$ cat config.mk
export PLATFORM = sky130hd
export DESIGN_NAME = adsr_envelope_generator
export DESIGN_NICKNAME = d
export VERILOG_FILES = /design/src/sv/aeg_pkg.sv /design/src/sv/aeg_front.sv /design/src/sv/aeg_cell.sv /design/src/sv/adsr_envelope_generator.sv
export SDC_FILE = /design/constraint.sdc
export NUM_CORES = 2
export LEC_CHECK = 0
export ABC_AREA = 1
export BUFFER_PORTS_ARGS = -buffer_cell sky130_fd_sc_hd__buf_2
export CAP_MARGIN = 5
export CELL_PAD_IN_SITES_DETAIL_PLACEMENT = 0
export CELL_PAD_IN_SITES_GLOBAL_PLACEMENT = 1
export CORE_MARGIN = 5
export CORE_UTILIZATION = 48
export CTS_CLUSTER_DIAMETER = 80
export DETAILED_ROUTE_END_ITERATION = 7
export HOLD_SLACK_MARGIN = 0.02
export PLACE_DENSITY = 0.86
export REMOVE_ABC_BUFFERS = 1
export SLEW_MARGIN = 30
export SYNTH_ARGS = -nofsm -noshare
export SYNTH_HDL_FRONTEND = slang
export SYNTH_SLANG_ARGS = --single-unit
$ cat constraint.sdc
create_clock -name clk -period 6.9 [get_ports clk]
set_input_delay 1.38 -clock clk [delete_from_list [all_inputs] [get_ports clk]]
set_output_delay 1.38 -clock clk [all_outputs]
set_load 0.005 [all_outputs]
$ cat src/sv/aeg_pkg.sv
// Shared types and constants for the ADSR envelope generator.
// Used by aeg_front, aeg_cell and adsr_envelope_generator; depends on nothing.
package aeg_pkg;

	// Envelope phase codes as reported on the phase output.
	typedef logic [2:0] phase_t;

	localparam phase_t PH_ATTACK  = 3'd0;
	localparam phase_t PH_DECAY   = 3'd1;
	localparam phase_t PH_SUSTAIN = 3'd2;
	localparam phase_t PH_RELEASE = 3'd3;
	localparam phase_t PH_DONE    = 3'd4;

	// Configuration register indexes.
	typedef logic [2:0] reg_idx_t;

	localparam reg_idx_t REG_TOTAL   = 3'd0;
	localparam reg_idx_t REG_ATTACK  = 3'd1;
	localparam reg_idx_t REG_DECAY   = 3'd2;
	localparam reg_idx_t REG_RELEASE = 3'd3;
	localparam reg_idx_t REG_SUSTAIN = 3'd4;

	// Register values after reset, in samples (sustain in level units).
	localparam int RST_TOTAL   = 4410;
	localparam int RST_ATTACK  = 221;
	localparam int RST_DECAY   = 2205;
	localparam int RST_RELEASE = 1985;
	localparam int RST_SUSTAIN = 0;

	// Control that travels with each item down the pipeline.
	typedef struct packed {
		logic   valid;
		phase_t phase;
	} ctl_t;

endpackage

$ cat src/sv/aeg_front.sv
// Front end of the envelope pipeline: phase decision, numerator product and divisor.
// Depends on aeg_pkg for the phase codes and the control struct.
module aeg_front #(
	parameter int INDEX_BITS = 24,
	parameter int LEVEL_BITS = 16
) (
	input  logic                             clk,
	input  logic                             arst_n,
	input  logic                             in_valid,
	input  logic [INDEX_BITS-1:0]            sample_index,
	input  logic [INDEX_BITS-1:0]            total_len,
	input  logic [INDEX_BITS-1:0]            attack_len,
	input  logic [INDEX_BITS-1:0]            decay_len,
	input  logic [INDEX_BITS-1:0]            release_len,
	input  logic [LEVEL_BITS-1:0]            sustain_lvl,
	output aeg_pkg::ctl_t                    ctl_s3,
	output logic [INDEX_BITS+LEVEL_BITS-1:0] num_s3,
	output logic [INDEX_BITS-1:0]            div_s3
);

	localparam int NW = INDEX_BITS + LEVEL_BITS;
	localparam logic [LEVEL_BITS-1:0] LVL_MAX = {LEVEL_BITS{1'b1}};

	logic                  valid_s1;
	logic [INDEX_BITS-1:0] idx_s1;

	logic                  past_end;
	logic                  in_attack;
	logic                  in_decay;
	logic                  in_sustain;
	logic [INDEX_BITS:0]   decay_end;
	logic [INDEX_BITS:0]   release_start;

	aeg_pkg::phase_t       phase_c;
	logic [LEVEL_BITS-1:0] mul_a_c;
	logic [INDEX_BITS-1:0] mul_b_c;
	logic [INDEX_BITS-1:0] div_c;

	aeg_pkg::ctl_t         ctl_s2;
	logic [LEVEL_BITS-1:0] mul_a_s2;
	logic [INDEX_BITS-1:0] mul_b_s2;
	logic [INDEX_BITS-1:0] div_s2;

	// Capture the sample index on each input transfer.
	always_ff @(posedge clk or negedge arst_n) begin
		if (!arst_n) begin
			valid_s1 <= 1'b0;
		end else begin
			valid_s1 <= in_valid;
		end
	end

	always_ff @(posedge clk) begin
		idx_s1 <= sample_index;
	end

	// Phase boundaries; sums are one bit wider so they cannot wrap.
	assign decay_end     = {1'b0, attack_len} + {1'b0, decay_len};
	assign release_start = {1'b0, idx_s1} + {1'b0, release_len};
	assign past_end      = idx_s1 >= total_len;
	assign in_attack     = idx_s1 < attack_len;
	assign in_decay      = {1'b0, idx_s1} < decay_end;
	assign in_sustain    = release_start < {1'b0, total_len};

	// Pick the multiplier operands and divisor for the phase. Past end and
	// sustain divide by one so the level comes straight through the divider.
	// In decay the divider gives the drop below full scale.
	always_comb begin
		priority if (past_end) begin
			phase_c = aeg_pkg::PH_DONE;
			mul_a_c = '0;
			mul_b_c = '0;
			div_c   = INDEX_BITS'(1);
		end else if (in_attack) begin
			phase_c = aeg_pkg::PH_ATTACK;
			mul_a_c = LVL_MAX;
			mul_b_c = idx_s1;
			div_c   = attack_len;
		end else if (in_decay) begin
			phase_c = aeg_pkg::PH_DECAY;
			mul_a_c = LVL_MAX - sustain_lvl;
			mul_b_c = idx_s1 - attack_len;
			div_c   = decay_len;
		end else if (in_sustain) begin
			phase_c = aeg_pkg::PH_SUSTAIN;
			mul_a_c = sustain_lvl;
			mul_b_c = INDEX_BITS'(1);
			div_c   = INDEX_BITS'(1);
		end else begin
			phase_c = aeg_pkg::PH_RELEASE;
			mul_a_c = sustain_lvl;
			mul_b_c = total_len - idx_s1;
			div_c   = release_len;
		end
	end

	// Stage 2 holds the operands, stage 3 the product.
	always_ff @(posedge clk or negedge arst_n) begin
		if (!arst_n) begin
			ctl_s2 <= '0;
			ctl_s3 <= '0;
		end else begin
			ctl_s2.valid <= valid_s1;
			ctl_s2.phase <= phase_c;
			ctl_s3       <= ctl_s2;
		end
	end

	always_ff @(posedge clk) begin
		mul_a_s2     <= mul_a_c;
		mul_b_s2     <= mul_b_c;
		div_s2       <= div_c;
		num_s3       <= NW'(mul_a_s2) * NW'(mul_b_s2);
		div_s3       <= div_s2;
	end

endmodule

$ cat src/sv/aeg_cell.sv
// One restoring-division cell: resolves a single quotient bit and passes the rest on.
// Depends on aeg_pkg for the control struct.
module aeg_cell #(
	parameter int INDEX_BITS = 24,
	parameter int LEVEL_BITS = 16,
	parameter int BIT_POS    = 0
) (
	input  logic                             clk,
	input  logic                             arst_n,
	input  aeg_pkg::ctl_t                    ctl_in,
	input  logic [INDEX_BITS+LEVEL_BITS-1:0] rem_in,
	input  logic [INDEX_BITS-1:0]            div_in,
	input  logic [LEVEL_BITS-1:0]            quo_in,
	output aeg_pkg::ctl_t                    ctl_q,
	output logic [INDEX_BITS+LEVEL_BITS-1:0] rem_q,
	output logic [INDEX_BITS-1:0]            div_q,
	output logic [LEVEL_BITS-1:0]            quo_q
);

	localparam int NW = INDEX_BITS + LEVEL_BITS;

	logic [NW-1:0]         div_shift;
	logic                  fits;
	logic [LEVEL_BITS-1:0] quo_next;

	// The quotient never reaches 2^LEVEL_BITS, so the shifted divisor fits.
	assign div_shift = NW'(div_in) << BIT_POS;
	assign fits      = rem_in >= div_shift;

	always_comb begin
		quo_next          = quo_in;
		quo_next[BIT_POS] = fits;
	end

	always_ff @(posedge clk or negedge arst_n) begin
		if (!arst_n) begin
			ctl_q <= '0;
		end else begin
			ctl_q <= ctl_in;
		end
	end

	// Subtract when the shifted divisor fits and hand everything to the next cell.
	always_ff @(posedge clk) begin
		rem_q       <= fits ? rem_in - div_shift : rem_in;
		div_q       <= div_in;
		quo_q       <= quo_next;
	end

endmodule

$ cat src/sv/adsr_envelope_generator.sv
// ADSR envelope generator top level: configuration registers, front end and divider chain.
// Depends on aeg_pkg, aeg_front and aeg_cell.
//
// Each sample index given with start yields one envelope level and phase, marked by
// valid for one cycle at the end of the pipeline. busy stays low, so a new index
// can be started in every cycle and a result leaves in every cycle; the receiver
// must take each result when valid is high. The pipeline is three front stages
// (index capture, phase decision, product) plus one cell per level bit, each cell
// of the restoring divider settling one quotient bit. Register writes take effect
// at the next clock edge and are meant to be made while no sample is in flight.
module adsr_envelope_generator #(
	parameter int  INDEX_BITS = 24,
	parameter int  LEVEL_BITS = 16,
	localparam int DATA_BITS  = (INDEX_BITS > LEVEL_BITS) ? INDEX_BITS : LEVEL_BITS
) (
	input  logic                  clk,
	input  logic                  arst_n,
	input  logic                  start,
	output logic                  busy,
	input  logic [INDEX_BITS-1:0] sample_index,
	output logic                  valid,
	output logic [LEVEL_BITS-1:0] level,
	output logic [2:0]            phase,
	input  logic                  wr_en,
	input  logic [2:0]            wr_index,
	input  logic [DATA_BITS-1:0]  wr_data
);

	localparam int NW = INDEX_BITS + LEVEL_BITS;
	localparam logic [LEVEL_BITS-1:0] LVL_MAX = {LEVEL_BITS{1'b1}};

	logic [INDEX_BITS-1:0] total_q;
	logic [INDEX_BITS-1:0] attack_q;
	logic [INDEX_BITS-1:0] decay_q;
	logic [INDEX_BITS-1:0] release_q;
	logic [LEVEL_BITS-1:0] sustain_q;

	aeg_pkg::ctl_t         ctl_chain [0:LEVEL_BITS];
	logic [NW-1:0]         rem_chain [0:LEVEL_BITS];
	logic [INDEX_BITS-1:0] div_chain [0:LEVEL_BITS];
	logic [LEVEL_BITS-1:0] quo_chain [0:LEVEL_BITS];

	// Fully pipelined: a start is always accepted.
	assign busy = 1'b0;

	// Configuration registers; unknown indexes are ignored.
	always_ff @(posedge clk or negedge arst_n) begin
		if (!arst_n) begin
			total_q   <= INDEX_BITS'(aeg_pkg::RST_TOTAL);
			attack_q  <= INDEX_BITS'(aeg_pkg::RST_ATTACK);
			decay_q   <= INDEX_BITS'(aeg_pkg::RST_DECAY);
			release_q <= INDEX_BITS'(aeg_pkg::RST_RELEASE);
			sustain_q <= LEVEL_BITS'(aeg_pkg::RST_SUSTAIN);
		end else if (wr_en) begin
			unique case (wr_index)
				aeg_pkg::REG_TOTAL:   total_q   <= wr_data[INDEX_BITS-1:0];
				aeg_pkg::REG_ATTACK:  attack_q  <= wr_data[INDEX_BITS-1:0];
				aeg_pkg::REG_DECAY:   decay_q   <= wr_data[INDEX_BITS-1:0];
				aeg_pkg::REG_RELEASE: release_q <= wr_data[INDEX_BITS-1:0];
				aeg_pkg::REG_SUSTAIN: sustain_q <= wr_data[LEVEL_BITS-1:0];
				default: ;
			endcase
		end
	end

	// Phase decision and numerator product.
	aeg_front #(
		.INDEX_BITS (INDEX_BITS),
		.LEVEL_BITS (LEVEL_BITS)
	) u_front (
		.clk          (clk),
		.arst_n       (arst_n),
		.in_valid     (start),
		.sample_index (sample_index),
		.total_len    (total_q),
		.attack_len   (attack_q),
		.decay_len    (decay_q),
		.release_len  (release_q),
		.sustain_lvl  (sustain_q),
		.ctl_s3       (ctl_chain[0]),
		.num_s3       (rem_chain[0]),
		.div_s3       (div_chain[0])
	);

	assign quo_chain[0] = '0;

	// Divider chain, most significant quotient bit first.
	for (genvar j = 0; j < LEVEL_BITS; j++) begin : g_cell
		aeg_cell #(
			.INDEX_BITS (INDEX_BITS),
			.LEVEL_BITS (LEVEL_BITS),
			.BIT_POS    (LEVEL_BITS - 1 - j)
		) u_cell (
			.clk    (clk),
			.arst_n (arst_n),
			.ctl_in (ctl_chain[j]),
			.rem_in (rem_chain[j]),
			.div_in (div_chain[j]),
			.quo_in (quo_chain[j]),
			.ctl_q  (ctl_chain[j+1]),
			.rem_q  (rem_chain[j+1]),
			.div_q  (div_chain[j+1]),
			.quo_q  (quo_chain[j+1])
		);
	end

	// The last cell's registers drive the result transfer directly. In decay
	// the quotient is the drop below full scale, so it is taken from full scale.
	assign valid = ctl_chain[LEVEL_BITS].valid;
	assign phase = ctl_chain[LEVEL_BITS].phase;
	assign level = (ctl_chain[LEVEL_BITS].phase == aeg_pkg::PH_DECAY)
		? LVL_MAX - quo_chain[LEVEL_BITS] : quo_chain[LEVEL_BITS];

endmodule
==> results.md <==
* Run status: completed
* Switch share at 48.6%
* Core ar. at 172000 sq um
* Slew Viols, Final at 0
* Post-synth ARST share at 12.9%
* Final Util at 53.3%
* Hold_buf cts at 0
* Final #Nets at 11907
* Seq pwr share at 28.4%
* Final HPWL DP at 230000 microns
* Required time worst endpoint at 7.63 ns
* Share of cells above drive strength 1 at 5.23%
* Top_reg_cell synth: dfxtp_1
* DRC violations left at 0
* Final worst setup slack at 0.364 ns
* CTS tree: done
* Crit end category: flop
* Post-Synth Adder-Cell Area at 17.5%
* Synth cell count leaders: 2492 x nand2_1, 1757 x inv_1, 1248 x dfxtp_1
* Mean area per synthesized cell at 7.68 sq um
* Die extent in x at 426 microns
* Max Cap Viol at 0
* Leak pwr at 42.5 nW
* Hold crit path type: reg2reg
* Post-synthesis cell type count at 59
* Final cycle utilization of the critical path at 94.7%
* NetSw at 25.2 mW
* Seq/Total Area, Yosys at 35.7%
* Cell count after synthesis at 10808
* Post-CTS resize count at 0
* Overall power at 51.8 mW
* Mapped cell area at 83000 sq um
* WS Path Type: reg2reg
* Worst VDD drop at 0.000323 V
* Number of antenna violations at the first check in global routing at 12
* CP max FO at 15
* Data arrival time of the worst path at 7.26 ns
* H-tree Lvls at 4
* Vias in the first global route at 71111
* Cell area after layout at 91500 sq um
* Initial Utilization at 48.3%
* Clock slew at reported path FFs at 0.06 ns
* Die Height at 426 microns
* Final hold violations at 0
* Unrepaired setup endpoints after global routing: false
* XOR/XNOR Fraction of Synth Area at 4.97%
* Clock share of power at 17.4%
* Drt total wl at 277000 microns
* Register-to-register setup slack at 0.36 ns
* Synth Area in Compound Gates at 12.3%
* Num CTS Buffers at 158
* Crit path largest cell delay at 0.82 ns
* PortBufs at 74
* Die footprint at 181000 sq um
* DP Area at 85700 sq um
* Post-synthesis register bit count at 1433
* Clk Latency, worst-skew pair at 0.82 ns
* CTS Buffer Depth at 3
* Worst rel slew slack at 19.9%
* Global-route wire length before repair at 420000 microns
* Actual slew at the worst max-slew pin at 1.19 ns
* Startpoint class of the critical path: flop
* Crit path cell chain: buf_4 > nand2_1 > fa_1 > inv_1 > fa_1 > inv_1 > fa_1 > inv_1 > fa_1 > fa_1 > inv_1 > fa_1 > inv_1 > ha_1 > nand2_1 > nor2_1 > inv_1 > nor4_1 > nand4_1 > nand3_1 > xor2_1
* Initial DRC Count at 5398
* Fmax at 153 MHz
* Routed len/inst at 20.7 microns
* P&R area growth vs syn at 10.3%
* Cell Int Power at 26.6 mW
* DR pass1 iterations at 6
* Synth area leaders: dfxtp_1 30%, nand2_1 11%, ha_1 9.6%, inv_1 7.9%, fa_1 7.8%
* Via density at 5.28
* Routed Antenna Nets at 0
* Multiplexer share of the synthesized area at 0%
* Gate power share at 54.2%
* Vias at 70626
* Share of the synthesized area in the top cell type at 30.1%
* Most common cell in the netlist: nand2_1
* Post-synth EDFFs at 0
* Combinational family with the most area after synthesis: simple AND/OR/NAND/NOR gates
* Pwr dens at 565 nW/um^2
* CTS Root Cell: clkbuf_16
* Clk sinks at 1433
* GRT Total Usage at 30.3%
* Dpl ws at 0.588 ns
* GRT overflow at 0
* Slowest stage cell, crit path: dfxtp_1
* Final Skew at 0.0360 ns
* Rows at 152
* Finish-stage setup viols at 0
* Post-CTS setup buffers at 0
* Synth area leader: dfxtp_1
* Tmin final at 6.54 ns
* Largest net degree at the start of global routing at 108
* IO Count at 76
* Final Wtd Congestion at 0.976
* Fin Setup TNS at 0 ns
* Yosys Warn Count at 0
* Post-synthesis simple-gate area fraction at 20.3%
per-layer routing:
metal	wire length [microns]	GRT usage, %	share of wire (%)
met1	109000	35.0	39
met2	130000	51.5	47
met3	13100	3.82	4.7
met4	25000	22.6	9.0
met5	13	0	0.0047
final timing paths:
kind	start	end	cells past startpoint
max	u_front.mul_a_s2[5]	u_front.num_s3[38]	21
min	g_cell[8].u_cell.quo_q[14]	g_cell[9].u_cell.quo_q[14]	0
max reg2reg	u_front.mul_a_s2[5]	u_front.num_s3[38]	21
min reg2reg	g_cell[8].u_cell.quo_q[14]	g_cell[9].u_cell.quo_q[14]	0
max in group asynchronous	arst_n	g_cell[4].u_cell.ctl_q[2]	2
min in group asynchronous	arst_n	decay_q[10]	1
stage by stage:
step	hold slack (ns)	cells
floorplan	0.310	10598
global placement	0.310	13039
detailed placement	0.312	13039
CTS	0.315	13330
global route	0.325	13373
finish	0.315	13377
registers in the layout, indices dropped and copies added, names as in the netlist, 40 cells and up:
register and flops:
g_cell.u_cell.ctl_q 64, g_cell.u_cell.div_q 360, g_cell.u_cell.rem_q 600, u_front.num_s3 40
g_cell.u_cell.quo_q 136
layout by cell type, fill, tap and decap left out, types with 224 or more instances in the layout:
cell type  count
dfxtp_1     1247
a21oi_1      710
xor2_1       224
o21ai_0      756
nand3_1      312
fa_1         325
xnor2_1      247
inv_1       1755
ha_1         638
nand2_1     2492
nor2_1       816
logic make-up (layout without fill, tap and decap cells):
kind of cell	count (synthesis)	after routing
xor gates and xnor gates	471	471
buffers and inverters	1980	2192
DFF	1433	1433
and+or+nand+nor	4088	4088
AOI/OAI and AO/OA	1872	1872
other	1	48
adders and majority gates	963	963
worst max-delay path, delay by kind of cell (launching register included):
| kind | cells | cell delay (ns) |
|---|---|---|
| adder cells (fa/ha/maj) | 7 | 3.48 |
| XOR/XNOR | 1 | 0.17 |
| flip-flops | 1 | 0.82 |
| buffers and inverters | 7 | 0.68 |
| AND/OR/NAND/NOR | 6 | 1.27 |
power by group through the flow:
stage	combinational (mW)	sequential (mW)	clock, mW
after global placement	27.6	14.7	0
after CTS	27.9	14.6	9.18
after detailed placement	27.7	14.8	0
final	28.1	14.7	9.01
after floorplan	19.7	13.0	0
after global routing	31.5	14.9	9.55
final cells by class:
cell class                      instances  area (sq um)
Clock inverter                         92          1370
Antenna cell                           47           118
Inverter                             1770          6640
Timing Repair Buffer                  131           815
Multi-Input combinational cell       7395         45700
Tap cell                             2310          2890
Fill cell                           16510         80200
Sequential cell                      1433         29600
Clock buffer                          199          4320
No activity file was read; power rests on OpenSTA's default activity.
